`config.mk`:
```
export PLATFORM = sky130hd
export DESIGN_NAME = array_doubly_linked_list
export DESIGN_NICKNAME = d
export VERILOG_FILES = /design/src/design/adll_pkg.sv /design/src/design/adll_free_enc.sv /design/src/design/adll_core.sv /design/src/design/adll_out_buf.sv /design/src/design/array_doubly_linked_list.sv
export SDC_FILE = /design/constraint.sdc
export NUM_CORES = 2
export LEC_CHECK = 0
export ABC_AREA = 1
export BUFFER_PORTS_ARGS = -buffer_cell sky130_fd_sc_hd__buf_2
export CORE_MARGIN = 4
export CORE_UTILIZATION = 40
export DETAILED_ROUTE_END_ITERATION = 7
export HOLD_SLACK_MARGIN = 0.12
export PLACE_DENSITY = 0.54
export SETUP_SLACK_MARGIN = 0.5
export SLEW_MARGIN = 40
export SYNTH_ARGS = -nofsm -noshare
export SYNTH_HDL_FRONTEND = slang
export SYNTH_HIERARCHICAL = 1
export SYNTH_SLANG_ARGS = --single-unit
```
`constraint.sdc`:
```
create_clock -name clk -period 7.4 [get_ports clk]
set_clock_uncertainty 0.15 [all_clocks]
set_input_delay 0.37 -clock clk [delete_from_list [all_inputs] [get_ports clk]]
set_output_delay 0.37 -clock clk [all_outputs]
set_load 0.05 [all_outputs]
```
`src/design/adll_pkg.sv`:
```
// shared types and constants for the array doubly linked list block
// no dependencies; imported by every module of the block

package adll_pkg;

  // default table depth, handed down as the SLOTS parameter
  localparam int SLOTS_DEF = 16;

  // fixed field widths
  localparam int ACT_W  = 3;
  localparam int STAT_W = 3;
  localparam int PAY_W  = 64;

  // action codes carried on in_action
  typedef enum logic [ACT_W-1:0] {
    ACT_ADD_FIRST = 3'd0,
    ACT_ADD_AFTER = 3'd1,
    ACT_ADD_LAST  = 3'd2,
    ACT_DEL_FIRST = 3'd3,
    ACT_DEL_AFTER = 3'd4,
    ACT_DEL_LAST  = 3'd5,
    ACT_CLEAR_ALL = 3'd6,
    ACT_READ_SLOT = 3'd7
  } action_t;

  // status codes carried on out_status
  typedef enum logic [STAT_W-1:0] {
    ST_OK       = 3'd0,
    ST_FULL     = 3'd1,
    ST_EMPTY    = 3'd2,
    ST_FREE_POS = 3'd3,
    ST_NO_NEXT  = 3'd4
  } status_t;

endpackage

```
`src/design/adll_free_enc.sv`:
```
// lowest free slot finder: priority encoder over the slot-in-use flags
// depends on adll_pkg

module adll_free_enc #(
  parameter int SLOTS = adll_pkg::SLOTS_DEF
) (
  input  logic [SLOTS-1:0]              in_use,
  output logic [$clog2(SLOTS+1)-1:0]    free_idx
);
  import adll_pkg::*;

  localparam int SW = $clog2(SLOTS + 1);

  // scan from the top so the lowest free slot wins; SLOTS means none free
  always_comb begin
    free_idx = SW'(SLOTS);
    for (int i = SLOTS - 1; i >= 0; i--) begin
      if (!in_use[i]) begin
        free_idx = SW'(i);
      end
    end
  end

endmodule

```
`src/design/adll_core.sv`:
```
// list state (flags, links, payloads, head, tail, count) and the
// single-pass action logic; depends on adll_pkg and adll_free_enc

module adll_core #(
  parameter int SLOTS = adll_pkg::SLOTS_DEF
) (
  input  logic                              clk,
  input  logic                              rst_n,
  input  logic                              acc,
  input  logic [adll_pkg::ACT_W-1:0]        action,
  input  logic [$clog2(SLOTS)-1:0]          position,
  input  logic [adll_pkg::PAY_W-1:0]        payload,
  output logic [adll_pkg::STAT_W-1:0]       res_status,
  output logic [$clog2(SLOTS+1)-1:0]        res_slot,
  output logic [$clog2(SLOTS+1)-1:0]        res_count,
  output logic [$clog2(SLOTS+1)-1:0]        res_head,
  output logic [$clog2(SLOTS+1)-1:0]        res_tail,
  output logic [adll_pkg::PAY_W-1:0]        res_payload,
  output logic [$clog2(SLOTS+1)-1:0]        res_prev,
  output logic [$clog2(SLOTS+1)-1:0]        res_next
);
  import adll_pkg::*;

  localparam int SW = $clog2(SLOTS + 1);
  localparam int PW = $clog2(SLOTS);
  localparam logic [SW-1:0] NIL = SW'(SLOTS);

  // list state
  logic [SLOTS-1:0]  in_use_r, in_use_nxt;
  logic [SW-1:0]     next_r [SLOTS];
  logic [SW-1:0]     next_nxt [SLOTS];
  logic [SW-1:0]     prev_r [SLOTS];
  logic [SW-1:0]     prev_nxt [SLOTS];
  logic [PAY_W-1:0]  payload_r [SLOTS];
  logic [SW-1:0]     head_r, head_nxt;
  logic [SW-1:0]     tail_r, tail_nxt;
  logic [SW-1:0]     count_r, count_nxt;

  logic [SW-1:0]     free_idx;
  logic              pay_we;

  // lowest free slot
  adll_free_enc #(
    .SLOTS (SLOTS)
  ) u_free_enc (
    .in_use   (in_use_r),
    .free_idx (free_idx)
  );

  // action decode, link and unlink
  always_comb begin
    logic [SW-1:0] pos_ext;
    logic          pos_used;
    logic          do_link;
    logic          do_unlink;
    logic [SW-1:0] lp;
    logic [SW-1:0] ln;
    logic [SW-1:0] us;
    logic [SW-1:0] up;
    logic [SW-1:0] un;

    pos_ext  = SW'(position);
    pos_used = (pos_ext < NIL) && in_use_r[position];
    do_link   = 1'b0;
    do_unlink = 1'b0;
    lp = NIL;
    ln = NIL;
    us = NIL;
    up = NIL;
    un = NIL;

    in_use_nxt = in_use_r;
    next_nxt   = next_r;
    prev_nxt   = prev_r;
    head_nxt   = head_r;
    tail_nxt   = tail_r;
    count_nxt  = count_r;

    res_status  = ST_OK;
    res_slot    = NIL;
    res_payload = '0;
    res_prev    = NIL;
    res_next    = NIL;

    case (action_t'(action))
      ACT_ADD_FIRST, ACT_ADD_LAST: begin
        if (free_idx == NIL) begin
          res_status = ST_FULL;
        end else begin
          do_link = 1'b1;
          lp = (action_t'(action) == ACT_ADD_FIRST) ? NIL : tail_r;
        end
      end
      ACT_ADD_AFTER: begin
        if (free_idx == NIL) begin
          res_status = ST_FULL;
        end else if (!pos_used) begin
          res_status = ST_FREE_POS;
        end else begin
          do_link = 1'b1;
          lp = pos_ext;
        end
      end
      ACT_DEL_FIRST, ACT_DEL_LAST: begin
        us = (action_t'(action) == ACT_DEL_FIRST) ? head_r : tail_r;
        if (us >= NIL) begin
          res_status = ST_EMPTY;
        end else begin
          do_unlink = 1'b1;
        end
      end
      ACT_DEL_AFTER: begin
        if (!pos_used) begin
          res_status = ST_FREE_POS;
        end else begin
          us = next_r[position];
          if (us >= NIL) begin
            res_status = ST_NO_NEXT;
          end else begin
            do_unlink = 1'b1;
          end
        end
      end
      ACT_CLEAR_ALL: begin
        in_use_nxt = '0;
        head_nxt   = NIL;
        tail_nxt   = NIL;
        count_nxt  = '0;
      end
      ACT_READ_SLOT: begin
        if (!pos_used) begin
          res_status = ST_FREE_POS;
        end else begin
          res_slot    = pos_ext;
          res_payload = payload_r[position];
          res_prev    = prev_r[position];
          res_next    = next_r[position];
        end
      end
      default: begin
        res_status = ST_OK;
      end
    endcase

    // insert the free slot after lp (NIL puts it at the front)
    if (do_link) begin
      ln = (lp < NIL) ? next_r[lp[PW-1:0]] : head_r;
      in_use_nxt[free_idx[PW-1:0]] = 1'b1;
      prev_nxt[free_idx[PW-1:0]]   = lp;
      next_nxt[free_idx[PW-1:0]]   = ln;
      if (lp < NIL) begin
        next_nxt[lp[PW-1:0]] = free_idx;
      end else begin
        head_nxt = free_idx;
      end
      if (ln < NIL) begin
        prev_nxt[ln[PW-1:0]] = free_idx;
      end else begin
        tail_nxt = free_idx;
      end
      count_nxt = count_r + SW'(1);
      res_slot  = free_idx;
    end

    // take slot us out of the chain
    if (do_unlink) begin
      up = prev_r[us[PW-1:0]];
      un = next_r[us[PW-1:0]];
      if (up < NIL) begin
        next_nxt[up[PW-1:0]] = un;
      end else begin
        head_nxt = un;
      end
      if (un < NIL) begin
        prev_nxt[un[PW-1:0]] = up;
      end else begin
        tail_nxt = up;
      end
      in_use_nxt[us[PW-1:0]] = 1'b0;
      if (count_r != '0) begin
        count_nxt = count_r - SW'(1);
      end
      res_slot = us;
    end

    pay_we = do_link;

    res_count = count_nxt;
    res_head  = head_nxt;
    res_tail  = tail_nxt;
  end

  // control state
  always_ff @(posedge clk) begin
    if (!rst_n) begin
      in_use_r <= '0;
      head_r   <= NIL;
      tail_r   <= NIL;
      count_r  <= '0;
    end else if (acc) begin
      in_use_r <= in_use_nxt;
      head_r   <= head_nxt;
      tail_r   <= tail_nxt;
      count_r  <= count_nxt;
    end
  end

  // links, no reset: only read once their slot is in use
  always_ff @(posedge clk) begin
    if (acc) begin
      next_r <= next_nxt;
      prev_r <= prev_nxt;
    end
  end

  // payload store, written at the new slot on an add
  always_ff @(posedge clk) begin
    if (acc && pay_we) begin
      payload_r[free_idx[PW-1:0]] <= payload;
    end
  end

endmodule

```
`src/design/adll_out_buf.sv`:
```
// two-entry result buffer: output register plus skid entry, registered ready
// depends on adll_pkg

module adll_out_buf #(
  parameter int W = adll_pkg::PAY_W
) (
  input  logic         clk,
  input  logic         rst_n,
  input  logic         push_valid,
  output logic         push_ready,
  input  logic [W-1:0] push_data,
  output logic         pop_valid,
  input  logic         pop_ready,
  output logic [W-1:0] pop_data
);
  import adll_pkg::*;

  logic         v0_r, v1_r;
  logic [W-1:0] d0_r, d1_r;
  logic         push, pop;

  assign push       = push_valid && !v1_r;
  assign pop        = v0_r && pop_ready;
  assign push_ready = !v1_r;
  assign pop_valid  = v0_r;
  assign pop_data   = d0_r;

  // occupancy
  always_ff @(posedge clk) begin
    if (!rst_n) begin
      v0_r <= 1'b0;
      v1_r <= 1'b0;
    end else begin
      if (push && !pop) begin
        if (v0_r) begin
          v1_r <= 1'b1;
        end else begin
          v0_r <= 1'b1;
        end
      end else if (pop && !push) begin
        if (v1_r) begin
          v1_r <= 1'b0;
        end else begin
          v0_r <= 1'b0;
        end
      end
    end
  end

  // beat data
  always_ff @(posedge clk) begin
    if (push && !pop) begin
      if (v0_r) begin
        d1_r <= push_data;
      end else begin
        d0_r <= push_data;
      end
    end else if (pop && !push) begin
      d0_r <= d1_r;
    end else if (push && pop) begin
      d0_r <= push_data;
    end
  end

endmodule

```
`src/design/array_doubly_linked_list.sv`:
```
// Array-based doubly linked list over a table of SLOTS slots.
// Input channel (in_valid/in_ready): one beat carries an action, a
// position and a 64-bit payload. Adds take the lowest-numbered free slot;
// deletes unlink from the front, the back or after a position; clear_all
// empties the list; read_slot returns a slot's payload and links.
// Result channel (out_valid/out_ready): one beat per input beat, in order,
// with status, slot touched, entry count, head, tail and read fields.
// The result is registered in the output buffer. Throughput: one action
// per cycle while in_ready is high; the whole action is one pass of
// combinational logic from the state registers and the input beat,
// with the free-slot priority encoder and the link muxes as the path.
// Stall: a two-entry output buffer holds results; in_ready drops only
// when both entries are full, so one more beat is taken while a result
// waits. Reset (rst_n low, synchronous) frees every slot, empties the
// list and drops both buffer entries; no clearing pass is needed.
// Depends on adll_pkg, adll_core, adll_free_enc and adll_out_buf.

module array_doubly_linked_list #(
  parameter int SLOTS = adll_pkg::SLOTS_DEF
) (
  input  logic                              clk,
  input  logic                              rst_n,
  input  logic                              in_valid,
  output logic                              in_ready,
  input  logic [adll_pkg::ACT_W-1:0]        in_action,
  input  logic [$clog2(SLOTS)-1:0]          in_position,
  input  logic [adll_pkg::PAY_W-1:0]        in_payload,
  output logic                              out_valid,
  input  logic                              out_ready,
  output logic [adll_pkg::STAT_W-1:0]       out_status,
  output logic [$clog2(SLOTS+1)-1:0]        out_slot,
  output logic [$clog2(SLOTS+1)-1:0]        out_entry_count,
  output logic [$clog2(SLOTS+1)-1:0]        out_head_slot,
  output logic [$clog2(SLOTS+1)-1:0]        out_tail_slot,
  output logic [adll_pkg::PAY_W-1:0]        out_read_payload,
  output logic [$clog2(SLOTS+1)-1:0]        out_read_prev,
  output logic [$clog2(SLOTS+1)-1:0]        out_read_next
);
  import adll_pkg::*;

  localparam int SW    = $clog2(SLOTS + 1);
  localparam int RES_W = STAT_W + PAY_W + 6 * SW;

  logic              acc;
  logic [STAT_W-1:0] res_status;
  logic [SW-1:0]     res_slot, res_count, res_head, res_tail;
  logic [SW-1:0]     res_prev, res_next;
  logic [PAY_W-1:0]  res_payload;
  logic [RES_W-1:0]  res_bits, out_bits;

  assign acc = in_valid && in_ready;

  // list state and action logic
  adll_core #(
    .SLOTS (SLOTS)
  ) u_core (
    .clk         (clk),
    .rst_n       (rst_n),
    .acc         (acc),
    .action      (in_action),
    .position    (in_position),
    .payload     (in_payload),
    .res_status  (res_status),
    .res_slot    (res_slot),
    .res_count   (res_count),
    .res_head    (res_head),
    .res_tail    (res_tail),
    .res_payload (res_payload),
    .res_prev    (res_prev),
    .res_next    (res_next)
  );

  // pack the result beat
  assign res_bits = {res_status, res_slot, res_count, res_head, res_tail,
                     res_payload, res_prev, res_next};

  // result register with skid entry
  adll_out_buf #(
    .W (RES_W)
  ) u_out_buf (
    .clk        (clk),
    .rst_n      (rst_n),
    .push_valid (in_valid),
    .push_ready (in_ready),
    .push_data  (res_bits),
    .pop_valid  (out_valid),
    .pop_ready  (out_ready),
    .pop_data   (out_bits)
  );

  // unpack onto the result ports
  assign {out_status, out_slot, out_entry_count, out_head_slot, out_tail_slot,
          out_read_payload, out_read_prev, out_read_next} = out_bits;

endmodule

```
==> flow_metrics.py <==
metrics = {
    "clock_tree": {
        "cts_tree": "yes",
        "cts_max_path_buffers": 3,
        "cts.root.buffer_cell": "clkbuf_16",
        "post-cts-setup-buffers": 0,
        "htree_levels": 4,
        "clk_latency_ns": 0.82,
        "clock_sinks": 1411,
        "cts_made_buffers": 154,
        "cts.reportedPaths.clkPinSlew_ns": 0.07,
    },
    "placed_design": {
        "portBuffers": 173,
        "placed_area_um2": 69700,
        "post-place-cells": 8650,
        "place.gp.congestion": 0.975,
        "dpl.hpwl_um": 135000,
    },
    "layout": {
        "post-route-cell-area_um2": 75400,
        "nNetsFinal": 6785,
        "nFillCells": 15200,
        "drive_gt1_share_pct": 10.0,
        "fin_cells": 9011,
        "regArea_um2": 42000,
        "syn_to_final_growth_pct": 14.5,
        "multiInputGateArea_um2": 21000,
    },
    "die": {
        "rows": 148,
        "die_area_um2": 171000,
        "core_um2": 163000,
        "die_h_um": 414,
        "io_pins": 174,
        "die_x_um": 414,
        "start_util_pct": 40.4,
    },
    "critical_path": {
        "worstReg2RegEnd": "u_core/prev_r[39]",
        "crit_required_ns": 7.82,
        "cp_slowest_cell": "nor2_1",
        "rrSetupSlack_ns": 1.07,
        "reg2reg_from": "u_core/in_use_r[14]",
        "crit_fanout": 24,
        "r2r_cells": 27,
        "path_depth": 27,
        "crit_type": "reg2reg",
        "critical-path-top-delay-family": "simple AND/OR/NAND/NOR gates",
        "crit_arrival_ns": 6.75,
        "crit_start": "u_core/in_use_r[14]",
        "crit_end": "u_core/prev_r[39]",
        "cp_num_buf_inv": 4,
        "start_kind": "flop",
        "worst_setup_path_end_kind": "flop",
        "critPathMaxStageDelay_ns": 0.63,
    },
    "routing": {
        "wire_per_inst_um": 26.3,
        "drt_wl_total_um": 237000,
        "drc": 0,
        "drt_first_iter_violations": 6108,
        "ant_nets": 0,
        "dr.pass1.iters": 6,
        "via_per_inst": 5.86,
        "vias": 52800,
    },
    "yosys": {
        "synth-async-reset-ratio_pct": 0,
        "yosys_warnings": 6,
        "synth.distinct_cells": 45,
        "ys_ff_latch": 1411,
        "syn_avg_cell_area_um2": 10.0,
        "synth_edf_count": 1378,
        "ys.flop_type": "edfxtp_1",
        "synth_area_um2": 65900,
        "syn_inst": 6583,
        "syn_nets": 6660,
        "yosysSeqAreaShare_pct": 63.8,
    },
    "global_route": {
        "gr-total-overflow": 0,
        "antenna_found_initial": 11,
        "grt_pass1_vias": 49600,
        "grt.total_usage_pct": 26.9,
        "grt_max_degree": 162,
        "grt_pass1_wl_um": 342000,
    },
    "worst_hold_path": {
        "hold_path_class": "in2reg",
    },
    "outcome": {
        "outcome": "finished clean",
    },
    "sta": {
        "hold_viol_final": 0,
        "relSlewSlack_pct": 38.6,
        "finalCritPeriodShare_pct": 85.5,
        "tns_ns": 0,
        "setup_viol": 0,
        "fmax_ghz": 0.158,
        "min_period_ns": 6.33,
        "grt_setup_unrepaired": "false",
        "worstMarginPinSlew_ns": 0.921,
        "finalMaxSlewViolations": 0,
    },
    "pwr": {
        "p_leak_nw": 26.8,
        "power.total_w": 0.0192,
        "vdd_ir_drop_max_mv": 0.248,
        "cellPowerDensity_nw_per_um2": 255,
    },
    "flow_run": {
        "maxCapViolCount": 0,
    },
}
## through the flow
step	hold slack (ns)	setup slack [ns]	utilization (%)
4_1_cts	0.138	1.28	46.2
5_1_grt	0.202	0.812	46.2
6_report	0.193	1.07	46.2
3_3_place_gp	0.304	1.45	42.5
3_5_place_dp	0.317	1.29	42.7
2_1_floorplan	0.287	0.792	-
## routing by layer
metal	up-vias	wire (um)	track usage, %
li1	23600	-	-
met1	26100	98500	36.8
met2	2596	110000	43.5
met3	482	19500	4.45
met4	2	8680	9.56
met5	-	11	0
## state kept, by name, indices dropped and copies added (netlist names)
register / cells
u_core/payload_r: 1024
u_out_buf/d1_r: 97
u_out_buf/pop_data: 97
u_core/next_r: 80
u_core/prev_r: 80
u_core/in_use_r: 16
u_core/count_r: 5
u_core/head_r: 5
u_core/tail_r: 5
u_out_buf/pop_valid: 1
u_out_buf/v1_r: 1
## placed cells by master (no fill, tap or decap), types with 31 or more instances in the layout
master         netlist  final
inv_2               31     31
nor2_4              13     35
clkinv_1             7     45
o221ai_1           182    182
inv_1              285    277
clkbuf_16            0    157
nor2_1            1151   1125
clkbuf_1           314     34
edfxtp_1          1378   1378
dlygate4sd3_1        0     74
buf_4               17    105
o22ai_1             86     86
o21ai_0            667    666
nand2_1           1046   1041
nand3_1            550    550
a21oi_1            442    442
buf_2               66    169
o21ai_1             60     61
o211ai_1            84     84
dfxtp_1             33     33
## worst min-delay path by stage
| stage | startpoint | endpoint | slack, ns | cells past startpoint |
|---|---|---|---|---|
| 5_1_grt | in_action[1] | u_out_buf/d1_r[94] | 0.20 | 6 |
| 4_1_cts | in_action[1] | u_out_buf/d1_r[94] | 0.14 | 6 |
| 6_report | in_action[1] | u_out_buf/d1_r[94] | 0.19 | 6 |
| 2_1_floorplan | u_out_buf/v1_r | u_out_buf/v1_r | 0.29 | 2 |
| 3_5_place_dp | u_out_buf/v1_r | u_out_buf/v1_r | 0.32 | 2 |
| 3_3_place_gp | u_out_buf/v1_r | u_out_buf/v1_r | 0.30 | 2 |
## cells in the mapped netlist (2+ instances only)
master | instances | area, um^2
o21ai_1 | 60 | 300
clkinv_1 | 7 | 26.3
a21oi_1 | 442 | 2210
edfxtp_1 | 1378 | 41400
nand2_4 | 9 | 101
nand3_1 | 550 | 2750
buf_1 | 29 | 109
nor3_1 | 8 | 40.0
nand3b_1 | 2 | 15.0
nor2_2 | 21 | 131
xor2_1 | 3 | 26.3
nor2_1 | 1151 | 4320
ha_1 | 2 | 25.0
clkbuf_1 | 314 | 1180
inv_1 | 285 | 1070
dfxtp_1 | 33 | 661
o221ai_1 | 182 | 1590
a22oi_1 | 2 | 15.0
o211ai_1 | 84 | 631
a211oi_1 | 6 | 45.0
nand3_4 | 4 | 70.1
nand2_1 | 1046 | 3930
o21ai_0 | 667 | 3340
inv_2 | 31 | 116
buf_2 | 66 | 330
o21bai_2 | 3 | 33.8
nand4_1 | 24 | 150
buf_4 | 17 | 128
buf_6 | 9 | 101
o22ai_1 | 86 | 538
nor2_4 | 13 | 146
nand4_2 | 2 | 25.0
nand2_2 | 19 | 119
o21ai_2 | 2 | 17.5
a31oi_1 | 16 | 100
## worst register-to-register path, cell delays in order, from the launching register on
cell,delay (ns)
dfxtp_1,0.40
nand2_1,0.08
nand3_1,0.07
nand3_1,0.08
a31oi_1,0.16
nor2_1,0.07
o21ai_0,0.14
nor2_1,0.06
buf_4,0.17
inv_2,0.45
nand2_2,0.18
nor2_2,0.54
nand2_1,0.26
nand2_1,0.14
inv_2,0.06
nand4_1,0.07
nand2_1,0.48
nor2_1,0.64
nand3_1,0.21
nand3_1,0.24
nor2_1,0.06
nor2_1,0.58
nor2_1,0.09
buf_4,0.25
nand3_1,0.26
nand2_1,0.08
nand3_1,0.07
a21oi_1,0.08
## layout make-up
class | count | share of cell area, %
diodes | 5 | 0.0166
clock buffers | 194 | 5.43
clock inverters | 85 | 1.12
inverters | 323 | 1.65
multi-input cells | 4414 | 27.8
flip-flops and latches | 1411 | 55.7
well taps | 2175 | 3.61
repair buffers | 404 | 4.59
## power by group
group	total [W]	internal, W	switching (W)
Combinational	0.00243	0.000615	0.00182
Clock	0.00759	0.00431	0.00329
Sequential	0.00918	0.00903	0.000150
Total	0.0192	0.0140	0.00525
## cell families after synthesis
kind of cell               after synthesis  share of synthesized area, %
adders and majority gates                2                        0.0380
xor gates and xnor gates                 4                        0.0532
buffers and inverters                  758                          4.64
AOI/OAI and AO/OA                     1555                          13.5
and+or+nand+nor                       2853                          18.0
DFF                                   1411                          63.8
## repair_timing
item | in CTS | in global routing
hold endpoints to repair | 1048 | 0
hold buffers | 74 | 0
gates resized for setup | 0 | 0
Power figures use the tool's default switching activity.
